### config.mk
export PLATFORM = sky130hd
export DESIGN_NAME = periodic_timer_slot_table_flat
export DESIGN_NICKNAME = d
export VERILOG_FILES = /design/src/rtl/core/ptst_pkg.sv /design/src/rtl/core/ptst_req_if.sv /design/src/rtl/core/ptst_rsp_if.sv /design/src/rtl/core/ptst_slot_mem.sv /design/src/rtl/core/ptst_ctrl.sv /design/src/rtl/core/periodic_timer_slot_table.sv /design/src/flat_wrapper.sv
export VERILOG_INCLUDE_DIRS = /design/src /design/src/rtl/core
export SDC_FILE = /design/constraint.sdc
export NUM_CORES = 2
export LEC_CHECK = 0
export BUFFER_PORTS_ARGS = -buffer_cell sky130_fd_sc_hd__buf_2
export CELL_PAD_IN_SITES_DETAIL_PLACEMENT = 1
export CELL_PAD_IN_SITES_GLOBAL_PLACEMENT = 1
export CORE_ASPECT_RATIO = 1.5
export CORE_MARGIN = 2
export CORE_UTILIZATION = 47
export CTS_CLUSTER_SIZE = 28
export DETAILED_ROUTE_END_ITERATION = 8
export GPL_ROUTABILITY_DRIVEN = 0
export MAX_ROUTING_LAYER = met4
export PLACE_DENSITY = 0.83
export SYNTH_ARGS = -nofsm -noshare
export SYNTH_HDL_FRONTEND = slang
export SYNTH_SLANG_ARGS = --single-unit
export TNS_END_PERCENT = 50
### constraint.sdc
create_clock -name clock -period 5.1 [get_ports clock]
set_clock_uncertainty 0.2 [all_clocks]
set_input_delay 1.02 -clock clock [delete_from_list [all_inputs] [get_ports clock]]
set_output_delay 1.02 -clock clock [all_outputs]
set_load 0.1 [all_outputs]
### src/rtl/core/periodic_timer_slot_table_assert.svh
// Assertion macros used by the periodic timer slot table sequencer.
`ifndef PERIODIC_TIMER_SLOT_TABLE_ASSERT_SVH
`define PERIODIC_TIMER_SLOT_TABLE_ASSERT_SVH

`ifndef NO_ASSERTIONS

// Checks that a property holds at every clock edge outside reset.
`define PTST_ASSERT(label, clk, rst, prop) \
   label: assert property (@(posedge clk) disable iff (rst) prop) \
      else $error("ptst: assertion failed");

// Checks that a condition never occurs outside reset.
`define PTST_NEVER(label, clk, rst, cond) \
   label: assert property (@(posedge clk) disable iff (rst) !(cond)) \
      else $error("ptst: forbidden condition seen");

`else

`define PTST_ASSERT(label, clk, rst, prop)
`define PTST_NEVER(label, clk, rst, cond)

`endif

`endif

### src/rtl/core/ptst_pkg.sv
// Package with the constants, types and helper functions of the timer slot table.
`default_nettype none

package ptst_pkg;

   localparam int SLOTS       = 16;
   localparam int TICK_BITS   = 32;

   localparam int IDX_BITS    = (SLOTS > 1) ? $clog2(SLOTS) : 1;
   localparam int CNT_BITS    = $clog2(SLOTS + 1);

   localparam int NOW_BITS    = 32;
   localparam int PERIOD_BITS = 31;
   localparam int REM_BITS    = 32;
   localparam int MASK_BITS   = 16;
   localparam int INDEX_BITS  = 4;

   localparam int MASK_EXT    = (SLOTS > MASK_BITS) ? SLOTS : MASK_BITS;
   localparam int INDEX_EXT   = (IDX_BITS > INDEX_BITS) ? IDX_BITS : INDEX_BITS;

   localparam logic MODE_ADD  = 1'b1;

   typedef struct packed {
      logic [PERIOD_BITS-1:0] period;
      logic [REM_BITS-1:0]    remaining;
   } slot_type;

   typedef struct packed {
      logic                en;
      logic [IDX_BITS-1:0] addr;
      slot_type            data;
   } mem_wr_type;

   typedef struct packed {
      logic                en;
      logic [IDX_BITS-1:0] addr;
   } mem_rd_type;

   typedef struct packed {
      logic [MASK_BITS-1:0]  fired_mask;
      logic [INDEX_BITS-1:0] slot_index;
      logic                  table_full;
   } res_type;

   // Slots beyond the width of the result mask are dropped.
   function automatic logic [MASK_BITS-1:0] fold_mask(input logic [SLOTS-1:0] mask);
      logic [MASK_EXT-1:0] wide;
      wide = MASK_EXT'(mask);
      return wide[MASK_BITS-1:0];
   endfunction

   // The reported slot index keeps only its low bits.
   function automatic logic [INDEX_BITS-1:0] fold_index(input logic [IDX_BITS-1:0] idx);
      logic [INDEX_EXT-1:0] wide;
      wide = INDEX_EXT'(idx);
      return wide[INDEX_BITS-1:0];
   endfunction

endpackage

`default_nettype wire

### src/rtl/core/ptst_req_if.sv
// Request channel interface: valid, ready and the request word.
`default_nettype none

interface ptst_req_if;
   import ptst_pkg::*;

   logic                   valid;
   logic                   ready;
   logic                   mode;
   logic [NOW_BITS-1:0]    now_tick;
   logic [PERIOD_BITS-1:0] period;

   modport source (output valid, output mode, output now_tick, output period, input ready);
   modport sink   (input valid, input mode, input now_tick, input period, output ready);
endinterface

`default_nettype wire

### src/rtl/core/ptst_rsp_if.sv
// Response channel interface: valid, ready and the response word.
`default_nettype none

interface ptst_rsp_if;
   import ptst_pkg::*;

   logic                  valid;
   logic                  ready;
   logic [MASK_BITS-1:0]  fired_mask;
   logic [INDEX_BITS-1:0] slot_index;
   logic                  table_full;

   modport source (output valid, output fired_mask, output slot_index, output table_full,
                   input ready);
   modport sink   (input valid, input fired_mask, input slot_index, input table_full,
                   output ready);
endinterface

`default_nettype wire

### src/rtl/core/ptst_slot_mem.sv
// Slot memory holding each timer's interval and remaining count, registered read.
`default_nettype none

module ptst_slot_mem (
   input  logic                 clock,
   input  ptst_pkg::mem_wr_type wr,
   input  ptst_pkg::mem_rd_type rd,
   output ptst_pkg::slot_type   rd_data
);
   import ptst_pkg::*;

   slot_type mem_ff [SLOTS];
   slot_type rd_data_ff;

   always_ff @(posedge clock) begin
      if (wr.en) begin
         mem_ff[wr.addr] <= wr.data;
      end
      if (rd.en) begin
         rd_data_ff <= mem_ff[rd.addr];
      end
   end

   assign rd_data = rd_data_ff;

endmodule

`default_nettype wire

### src/rtl/core/ptst_ctrl.sv
// Sequencer for add and tick words: slot allocation and the read-modify-write sweep.
`default_nettype none

`include "periodic_timer_slot_table_assert.svh"

module ptst_ctrl (
   input  logic                 clock,
   input  logic                 reset,
   ptst_req_if.sink             req_ch,
   output ptst_pkg::mem_rd_type mem_rd,
   output ptst_pkg::mem_wr_type mem_wr,
   input  ptst_pkg::slot_type   rd_data,
   output ptst_pkg::res_type    res,
   output logic                 res_valid,
   input  logic                 res_take
);
   import ptst_pkg::*;

   localparam logic [1:0] ST_IDLE  = 2'd0;
   localparam logic [1:0] ST_SWEEP = 2'd1;
   localparam logic [1:0] ST_DONE  = 2'd2;

   logic [1:0]             state_ff, state_in;
   logic [CNT_BITS-1:0]    cnt_ff, cnt_in;
   logic [SLOTS-1:0]       slot_valid_ff, slot_valid_in;
   logic [TICK_BITS-1:0]   last_ff, last_in;
   logic [REM_BITS-1:0]    d_ff, d_in;
   logic [SLOTS-1:0]       fired_ff, fired_in;
   res_type                res_ff, res_in;

   logic                   s1_vld_ff, s1_vld_in;
   logic [IDX_BITS-1:0]    s1_addr_ff, s1_addr_in;
   logic                   s2_vld_ff, s2_vld_in;
   logic [IDX_BITS-1:0]    s2_addr_ff, s2_addr_in;
   logic [REM_BITS-1:0]    s2_rem_ff, s2_rem_in;
   logic [PERIOD_BITS-1:0] s2_period_ff, s2_period_in;

   logic                   accept;
   logic                   free_found;
   logic [IDX_BITS-1:0]    free_idx;
   logic [TICK_BITS-1:0]   now_t;
   logic [TICK_BITS-1:0]   diff;
   logic                   expired;
   logic [REM_BITS-1:0]    sum;
   logic [REM_BITS-1:0]    reload;

   assign req_ch.ready = (state_ff == ST_IDLE);
   assign accept       = req_ch.valid && req_ch.ready;
   assign res          = res_ff;
   assign res_valid    = (state_ff == ST_DONE);

   assign now_t = TICK_BITS'(req_ch.now_tick);
   assign diff  = now_t - last_ff;

   // Lowest free slot.
   always_comb begin
      free_found = 1'b0;
      free_idx   = '0;
      for (int i = SLOTS - 1; i >= 0; i--) begin
         if (!slot_valid_ff[i]) begin
            free_found = 1'b1;
            free_idx   = IDX_BITS'(i);
         end
      end
   end

   // Second sweep stage: an expired count is reloaded by its interval.
   assign expired = (s2_rem_ff == '0) || s2_rem_ff[REM_BITS-1];
   assign sum     = s2_rem_ff + REM_BITS'(s2_period_ff);
   assign reload  = !expired ? s2_rem_ff :
                    (sum[REM_BITS-1] ? REM_BITS'(s2_period_ff) : sum);

   always_comb begin
      state_in      = state_ff;
      cnt_in        = cnt_ff;
      slot_valid_in = slot_valid_ff;
      last_in       = last_ff;
      d_in          = d_ff;
      fired_in      = fired_ff;
      res_in        = res_ff;
      mem_rd        = '0;
      mem_wr        = '0;

      s1_vld_in     = 1'b0;
      s1_addr_in    = s1_addr_ff;
      s2_vld_in     = s1_vld_ff;
      s2_addr_in    = s1_addr_ff;
      s2_rem_in     = rd_data.remaining - d_ff;
      s2_period_in  = rd_data.period;

      if (s2_vld_ff && slot_valid_ff[s2_addr_ff]) begin
         mem_wr.en             = 1'b1;
         mem_wr.addr           = s2_addr_ff;
         mem_wr.data.period    = s2_period_ff;
         mem_wr.data.remaining = reload;
         if (expired) begin
            fired_in[s2_addr_ff] = 1'b1;
         end
      end

      case (state_ff)
         ST_IDLE: begin
            if (accept) begin
               if (req_ch.mode == MODE_ADD) begin
                  res_in = '0;
                  if (free_found) begin
                     slot_valid_in[free_idx] = 1'b1;
                     mem_wr.en               = 1'b1;
                     mem_wr.addr             = free_idx;
                     mem_wr.data.period      = req_ch.period;
                     mem_wr.data.remaining   = REM_BITS'(req_ch.period);
                     res_in.slot_index       = fold_index(free_idx);
                  end else begin
                     res_in.table_full = 1'b1;
                  end
                  state_in = ST_DONE;
               end else begin
                  d_in     = REM_BITS'(diff);
                  last_in  = now_t;
                  fired_in = '0;
                  cnt_in   = '0;
                  state_in = ST_SWEEP;
               end
            end
         end
         ST_SWEEP: begin
            if (cnt_ff < CNT_BITS'(SLOTS)) begin
               mem_rd.en   = 1'b1;
               mem_rd.addr = cnt_ff[IDX_BITS-1:0];
               s1_vld_in   = 1'b1;
               s1_addr_in  = cnt_ff[IDX_BITS-1:0];
               cnt_in      = cnt_ff + 1'b1;
            end else if (!s1_vld_ff && !s2_vld_ff) begin
               res_in            = '0;
               res_in.fired_mask = fold_mask(fired_ff);
               state_in          = ST_DONE;
            end
         end
         ST_DONE: begin
            if (res_take) begin
               state_in = ST_IDLE;
            end
         end
         default: begin
            state_in = ST_IDLE;
         end
      endcase
   end

   always_ff @(posedge clock) begin
      if (reset) begin
         state_ff      <= ST_IDLE;
         cnt_ff        <= '0;
         slot_valid_ff <= '0;
         last_ff       <= '0;
         s1_vld_ff     <= 1'b0;
         s2_vld_ff     <= 1'b0;
      end else begin
         state_ff      <= state_in;
         cnt_ff        <= cnt_in;
         slot_valid_ff <= slot_valid_in;
         last_ff       <= last_in;
         s1_vld_ff     <= s1_vld_in;
         s2_vld_ff     <= s2_vld_in;
      end
   end

   always_ff @(posedge clock) begin
      d_ff         <= d_in;
      fired_ff     <= fired_in;
      res_ff       <= res_in;
      s1_addr_ff   <= s1_addr_in;
      s2_addr_ff   <= s2_addr_in;
      s2_rem_ff    <= s2_rem_in;
      s2_period_ff <= s2_period_in;
   end

   `PTST_ASSERT(a_wr_only_when_busy, clock, reset, mem_wr.en |-> (state_ff == ST_SWEEP || (accept && req_ch.mode == MODE_ADD)))
   `PTST_NEVER(a_no_rw_same_slot, clock, reset, mem_wr.en && mem_rd.en && mem_wr.addr == mem_rd.addr)
   `PTST_ASSERT(a_add_claims_slot, clock, reset, (accept && req_ch.mode == MODE_ADD && free_found) |=> slot_valid_ff[$past(free_idx)])
   `PTST_NEVER(a_fired_only_valid, clock, reset, state_ff == ST_SWEEP && (fired_ff & ~slot_valid_ff) != '0)

endmodule

`default_nettype wire

### src/rtl/core/periodic_timer_slot_table.sv
// Top level of the periodic timer slot table: sequencer, slot memory and response register.
//
// Usage:
// The req_ch channel takes one word at a time. A word with mode 1 adds a periodic
// timer in the lowest free slot and answers with its slot index, or with table_full
// when every slot is taken. A word with mode 0 carries the current tick count; the
// elapsed ticks are subtracted from every active timer and the response carries the
// mask of timers that expired, each of which is reloaded with its interval.
// Every request word gives exactly one response word on rsp_ch.
// An add is registered in the sequencer's result register, then in the response register.
// A tick walks the slot memory one slot per cycle through a two-stage read-modify-write
// pipeline, and req_ch takes no new request while the sweep runs.
// A new request is taken once the previous response has moved into the response
// register, so a stalled receiver leaves at most two finished responses in the block,
// one in the response register and one waiting in the sequencer, before req_ch stalls.
// While rsp_ch.ready is low the response word is held unchanged.
// Reset clears all slots to free and the last tick count to zero; no clearing pass
// over the memory is needed.
`default_nettype none

module periodic_timer_slot_table (
   input  logic       clock,
   input  logic       reset,
   ptst_req_if.sink   req_ch,
   ptst_rsp_if.source rsp_ch
);
   import ptst_pkg::*;

   mem_rd_type mem_rd;
   mem_wr_type mem_wr;
   slot_type   rd_data;
   res_type    res;
   logic       res_valid;
   logic       res_take;

   logic       out_vld_ff, out_vld_in;
   res_type    out_ff, out_in;

   ptst_ctrl u_ctrl (
      .clock     (clock),
      .reset     (reset),
      .req_ch    (req_ch),
      .mem_rd    (mem_rd),
      .mem_wr    (mem_wr),
      .rd_data   (rd_data),
      .res       (res),
      .res_valid (res_valid),
      .res_take  (res_take)
   );

   ptst_slot_mem u_slot_mem (
      .clock   (clock),
      .wr      (mem_wr),
      .rd      (mem_rd),
      .rd_data (rd_data)
   );

   assign res_take = res_valid && (!out_vld_ff || rsp_ch.ready);

   always_comb begin
      out_vld_in = out_vld_ff;
      out_in     = out_ff;
      if (out_vld_ff && rsp_ch.ready) begin
         out_vld_in = 1'b0;
      end
      if (res_take) begin
         out_vld_in = 1'b1;
         out_in     = res;
      end
   end

   always_ff @(posedge clock) begin
      if (reset) begin
         out_vld_ff <= 1'b0;
      end else begin
         out_vld_ff <= out_vld_in;
      end
   end

   always_ff @(posedge clock) begin
      out_ff <= out_in;
   end

   assign rsp_ch.valid      = out_vld_ff;
   assign rsp_ch.fired_mask = out_ff.fired_mask;
   assign rsp_ch.slot_index = out_ff.slot_index;
   assign rsp_ch.table_full = out_ff.table_full;

endmodule

`default_nettype wire
### src/flat_wrapper.sv
// flat-port wrapper written by rule: the top's interface ports become plain ports
module periodic_timer_slot_table_flat import ptst_pkg::*;
  (clock, reset, req_ch_valid, req_ch_mode, req_ch_now_tick, req_ch_period, req_ch_ready, rsp_ch_valid, rsp_ch_fired_mask, rsp_ch_slot_index, rsp_ch_table_full, rsp_ch_ready);
  ptst_req_if req_ch_i ();
  ptst_rsp_if rsp_ch_i ();
  input  logic clock;
  input  logic reset;
  input wire logic [$bits(req_ch_i.valid)-1:0] req_ch_valid;
  input wire logic [$bits(req_ch_i.mode)-1:0] req_ch_mode;
  input wire logic [$bits(req_ch_i.now_tick)-1:0] req_ch_now_tick;
  input wire logic [$bits(req_ch_i.period)-1:0] req_ch_period;
  output wire logic [$bits(req_ch_i.ready)-1:0] req_ch_ready;
  output wire logic [$bits(rsp_ch_i.valid)-1:0] rsp_ch_valid;
  output wire logic [$bits(rsp_ch_i.fired_mask)-1:0] rsp_ch_fired_mask;
  output wire logic [$bits(rsp_ch_i.slot_index)-1:0] rsp_ch_slot_index;
  output wire logic [$bits(rsp_ch_i.table_full)-1:0] rsp_ch_table_full;
  input wire logic [$bits(rsp_ch_i.ready)-1:0] rsp_ch_ready;
  assign req_ch_i.valid = req_ch_valid;
  assign req_ch_i.mode = req_ch_mode;
  assign req_ch_i.now_tick = req_ch_now_tick;
  assign req_ch_i.period = req_ch_period;
  assign req_ch_ready = req_ch_i.ready;
  assign rsp_ch_valid = rsp_ch_i.valid;
  assign rsp_ch_fired_mask = rsp_ch_i.fired_mask;
  assign rsp_ch_slot_index = rsp_ch_i.slot_index;
  assign rsp_ch_table_full = rsp_ch_i.table_full;
  assign rsp_ch_i.ready = rsp_ch_ready;
  periodic_timer_slot_table u_core (.clock(clock), .reset(reset), .req_ch(req_ch_i), .rsp_ch(rsp_ch_i));
endmodule
After elaboration in Yosys (flattened, before gate mapping) --
Memory sizes are Yosys's and may differ from the RTL's. A register that Yosys moved wholly into a read port is not among the register bits. Index checks and enable logic that the tools add are counted.
Operators by class: add/subtract/negate cells 4, $lt $le $gt $ge 5, equality and inequality tests 9, muxes and demuxes 74, bitwise operators 4, reductions and logical operators 23
Operator list (count):
- 2-to-1 mux 68 bit | 5
- 2-to-1 mux 21 bit | 4
- 2-to-1 mux 16 bit | 5
- 2-to-1 mux 4 bit | 17
- subtractor 32 bit | 2
- one-hot mux 21 bit (2 select lines) | 1
- adder 32 x 31 -> 32 bit | 1
- zero test 32 bit | 1
- 2-to-1 mux 32 bit | 1
- OR 16 bit | 2
- 2-to-1 mux 31 bit | 1
- 2-to-1 mux 1 bit | 25
- 2-to-1 mux 5 bit | 5
- != test 2 bit (second input constant) | 6
- AND reduction 4 bit | 3
- < comparator 4 x 5 -> 1 bit (second input constant) | 2
- 2-to-1 mux 2 bit | 5
- one-hot mux 5 bit (2 select lines) | 1
- demux 1 bit (select 4 bit) | 2
- greater-or-equal comparator 4 x 1 -> 1 bit (second input constant) | 2
- logical AND 1 bit | 7
- one-hot mux 2 bit (3 select lines) | 1
- adder 5 x 1 -> 5 bit (second input constant) | 1
- < comparator 5 bit (second input constant) | 1
- 13 further kinds | 18
Word-level totals: register bits 219, RAM bits 1008, input port bits 68, output and inout bits 23, logic and storage cells 139, memories kept 1
Memories:
- u_core.u_slot_mem.mem_ff | depth 16, width 63, rd ports 1, clocked after Yosys merged registers in 1, wr ports 1, line ptst_slot_mem.sv:12 | slot_type mem_ff [SLOTS];

Logic depth before layout (Yosys ltp) --
depth in word-level cells 22, mapped depth 13, gate-level depth less buffers 13

Cells and area by module --
Synthesis repeated with hierarchy kept, for this count alone.
Unflattened totals: cells, all modules 3128, area total of the unflattened synthesis 52705.5 µm²
By module, submodules not included:
- ptst_slot_mem | times used 1, cells an instance 1622, area each 39620.5 µm²
- ptst_ctrl | times used 1, cells an instance 1480, area each 12399.4 µm²
- periodic_timer_slot_table | times used 1, cells an instance 26, area each 685.7 µm²

Least setup slack after synthesis --
No wires, ideal clock.
kind reg-to-reg, start point register u_core.u_ctrl.state_ff[1], end point memory u_core.u_slot_mem.mem_ff[0][0] (netlist name), enable pin, library setup time 0.485 ns, arrival 5.496 ns, data required time 4.415 ns, setup slack -1.081 ns, stages on the path, launching flop included 8, buffers on the path 1, period minus slack after synthesis 6.181 ns, cell sequence dfxtp_1 > nor2_1 > and3_1 > inv_1 > a21oi_1 > clkbuf_1 > o21ai_0 > nor2_1
Between the ends: cells in the longest elaborated chain, start to end 6
RTL lines:
- start, declared | line ptst_ctrl.sv:23 | logic [1:0] state_ff, state_in;
- start signal, assigned | line ptst_ctrl.sv:159 | state_ff <= state_in;
- zero test 2 bit * | line ptst_ctrl.sv:47 | assign req_ch.ready = (state_ff == ST_IDLE);
- net req_ch_ready | line flat_wrapper.sv:12 | output wire logic [$bits(req_ch_i.ready)-1:0] req_ch_ready;
- logical AND 1 bit | line ptst_ctrl.sv:48 | assign accept = req_ch.valid && req_ch.ready;
- 2-to-1 mux 68 bit | line ptst_ctrl.sv:103 | if (accept) begin
- 2-to-1 mux 68 bit * | line ptst_ctrl.sv:101 | case (state_ff)
- 2-to-1 mux 1 bit | line ptst_slot_mem.sv:16 | if (wr.en) begin
- 2-to-1 mux 1 bit (not written as such) | line ptst_slot_mem.sv:17 | mem_ff[wr.addr] <= wr.data;
- end, declared | line ptst_slot_mem.sv:12
Mark *: on every way through the listed nets, which the timed path passes. The rest lies on a longest branch.

==> run metrics <==
antenna violations before repair=2; Synth Flop Type=edfxtp_1; Final Non-Filler Cells=5906; setup repair after global routing missed its margin=false; CTS resizes=0; Synth top cells by count=edfxtp_1 (1149), nand2_1 (654), a211oi_1 (325); Peak supply drop=278 uV; crit start category=register; number of CTS-inserted buffers=113; # Post-CTS Setup Buffers=0; Max Clk Rate=0.208 GHz; area grow syn2layout=12.9%; Clk pwr share=40.1%; Clock Latency Late Sink=770 ps; Synth Register Bits=1290; Comb pwr share=10.2%; WHS=142 ps; final period utilization=94.1%; final worst path period need=4800 ps; Initial Utilization=47.4%; outcome=completed; DR iter-0 viols=3409; # fillers=11.2k; Initial DRT Pass Iterations=6; CP cell instances=ha_1, nand2_1, nor2_1, nand4_1, a311oi_2, o21ai_1, nand3_1, nand2_2, xnor2_4, buf_12, mux2i_1, o21ai_1; gr ovfl total=0; core area=115000 sq um; HP Class=register to register; DRC violations left=0; Final ANT Viol Nets=0; Post-Syn Area=54400 sq um; # rows=152; top-area cell type share of the netlist area=63.4%; largest cells by area after synthesis=edfxtp_1 (63%), dfxtp_1 (5.2%), nand2_1 (4.5%), a211oi_1 (4.5%), nor2b_1 (3.1%); largest family of logic cells by synthesized area=compound AO/OA/AOI/OAI gates; layout cells sized above 1=10.0%; final setup fails=0; routed wire length=170 mm; Top cell by count, worst path=o21ai_1; Via density=6.34; NetSw=5.83 mW; largest net degree at the start of global routing=197; Chip Width=282 microns; die area=119000 sq um; htree depth=3; die height=421 microns; crit-path max FO=16; Post-synth EDFFs=1149; first-pass GRT wire length=252 mm; Worst Setup End Kind=register; sequential share of power=49.7%; Power Density=390 nW/um^2; Critical-path top delay cell=o21ai_1; Total GRT Usage=29.6%; number of global-route vias before repair=40.0k; Adder-Cell Fraction of Synth Area=2.27%; Synth async-reset ratio=0%; placed insts=5687; Int Power=18.1 mW; Mapped Cells=4196; post-synthesis average cell area=13.0 sq um; HPWL Detailed=101 mm; Worst EP required=5280 ps; LEAKAGE=20.8 nW; Max Slew Vio Count=0; max incr delay on CP=960 ps; xor and xnor area share after synthesis=1.31%; Finished Cell Area=61400 sq um; max_cap viols=0; sequential cell area fraction in the yosys report=68.6%; Synth cell types=87; Setup CP Type=register to register; CTS max path bufs=3; Synth Area in Simple Gates=10.1%; Worst-path clk slew=70 ps; largest area contributor in the netlist=edfxtp_1; worst-margin pin slew=1360 ps; placed cell areas=57200 sq um; Synth Area in Compound Gates=14.2%; Switching Fraction=24.3%; Slew HR=8.38%; most common cell in the netlist=edfxtp_1; CTS tree=yes; hold buffer count at cts=0; final net count=4427; Via Count=37.5k; port buffer count=90; Fin. Hold Viols=0; Yosys warning count=0; post-synthesis mux area share=0.791%; Critical Path AT=4980 ps; Root Buffer=clkbuf_16; Avg WL per Cell=28.8 microns; Num Clock Sinks=1290; IO Pins=91
## stage by stage
step	worst slack [ps]	setup TNS [ps]	power (mW)	utilization, %
after global placement	628	0	14.4	49.9
after detailed placement	514	0	14.5	49.9
after CTS	410	0	24.0	53.5
final	302	0	24.0	53.5
after floorplan	-989	-402960	13.7	-
after global routing	83.0	0	24.5	53.5
## power by group through the flow
stage	logic, mW	registers (mW)	clock network (mW)
after floorplan	1.59	12.1	0
after global placement	2.26	12.1	0
after detailed placement	2.36	12.1	0
after CTS	2.41	11.9	9.68
after global routing	2.62	11.9	10.0
final	2.46	11.9	9.61
## cells in the final DEF (no fill, tap or decap), types with 30 or more instances in the layout
cell type / count
nor2_1: 103
buf_4: 69
o21ai_0: 41
nand3_1: 30
o21ai_1: 39
nand2_1: 651
inv_1: 107
a311oi_1: 127
xnor2_1: 59
nor2b_1: 268
a22oi_1: 31
edfxtp_1: 1149
a211oi_1: 325
buf_12: 35
a21oi_1: 267
buf_2: 90
ha_1: 94
a31oi_1: 142
mux2i_1: 34
dfxtp_1: 140
clkbuf_16: 119
## metal layers
layer / vias up / global-route usage (%) / share of wire [%]
li1: 16000 / - / -
met5: - / - / 0
met4: 0 / 16.5 / 5.8
met1: 19100 / 33.2 / 36
met3: 556 / 4.42 / 6.7
met2: 1799 / 50.6 / 51
## layout make-up
class	count	area [sq um]	share of cell area [%]
antenna	4	10.0	0.0163
clock buffer	144	3140	5.12
clock inverter	71	1020	1.66
inverter	110	414	0.675
multi-input combinational	2553	15900	25.9
sequential	1290	37300	60.8
tap	1540	1930	3.14
timing repair buffer	194	1670	2.72
## worst max-delay path, delay by kind of cell (launching register included)
family	cells	cell delay (ps)
xor+xnor	1	780
buf+inv	1	250
flops	1	350
fa+ha+maj	1	450
simple gates	5	750
compound gates	3	1530
mux	1	90
## flip-flops by register name, indices dropped and copies added (netlist names), 4 cells and up
name	cells
u_core.u_slot_mem.rd_data	63
u_core.u_ctrl.fired_ff	16
u_core.u_ctrl.s1_addr_ff	4
u_core.u_ctrl.d_ff	32
u_core.rsp_ch.fired_mask	16
u_core.u_ctrl.s2_period_ff	31
u_core.rsp_ch.slot_index	4
u_core.u_ctrl.slot_valid_ff	16
u_core.u_ctrl.last_ff	32
u_core.u_ctrl.s2_rem_ff	32
u_core.u_ctrl.s2_addr_ff	4
u_core.u_ctrl.res	21
u_core.u_ctrl.cnt_ff	5
u_core.u_slot_mem.mem_ff	1008
## path summary, 6_finish.rpt
| kind | from | endpoint | slack (ps) | depth (start not counted) |
|---|---|---|---|---|
| max | u_core.u_ctrl.s2_rem_ff[11] | u_core.u_slot_mem.mem_ff[6][18] | 300 | 12 |
| min | u_core.u_slot_mem.rd_data[36] | u_core.u_ctrl.s2_period_ff[4] | 140 | 0 |
| max reg2reg | u_core.u_ctrl.s2_rem_ff[11] | u_core.u_slot_mem.mem_ff[6][18] | 300 | 12 |
| min reg2reg | u_core.u_slot_mem.rd_data[36] | u_core.u_ctrl.s2_period_ff[4] | 140 | 0 |
## kinds of logic after synthesis
logic type,count (synthesis)
DFF,1290
xor gates and xnor gates,79
muxes,38
and+or+nand+nor,1197
adders and majority gates,97
buffers and inverters,368
AOI/OAI and AO/OA,1126
other,1
No activity file was read; power rests on OpenSTA's default activity.
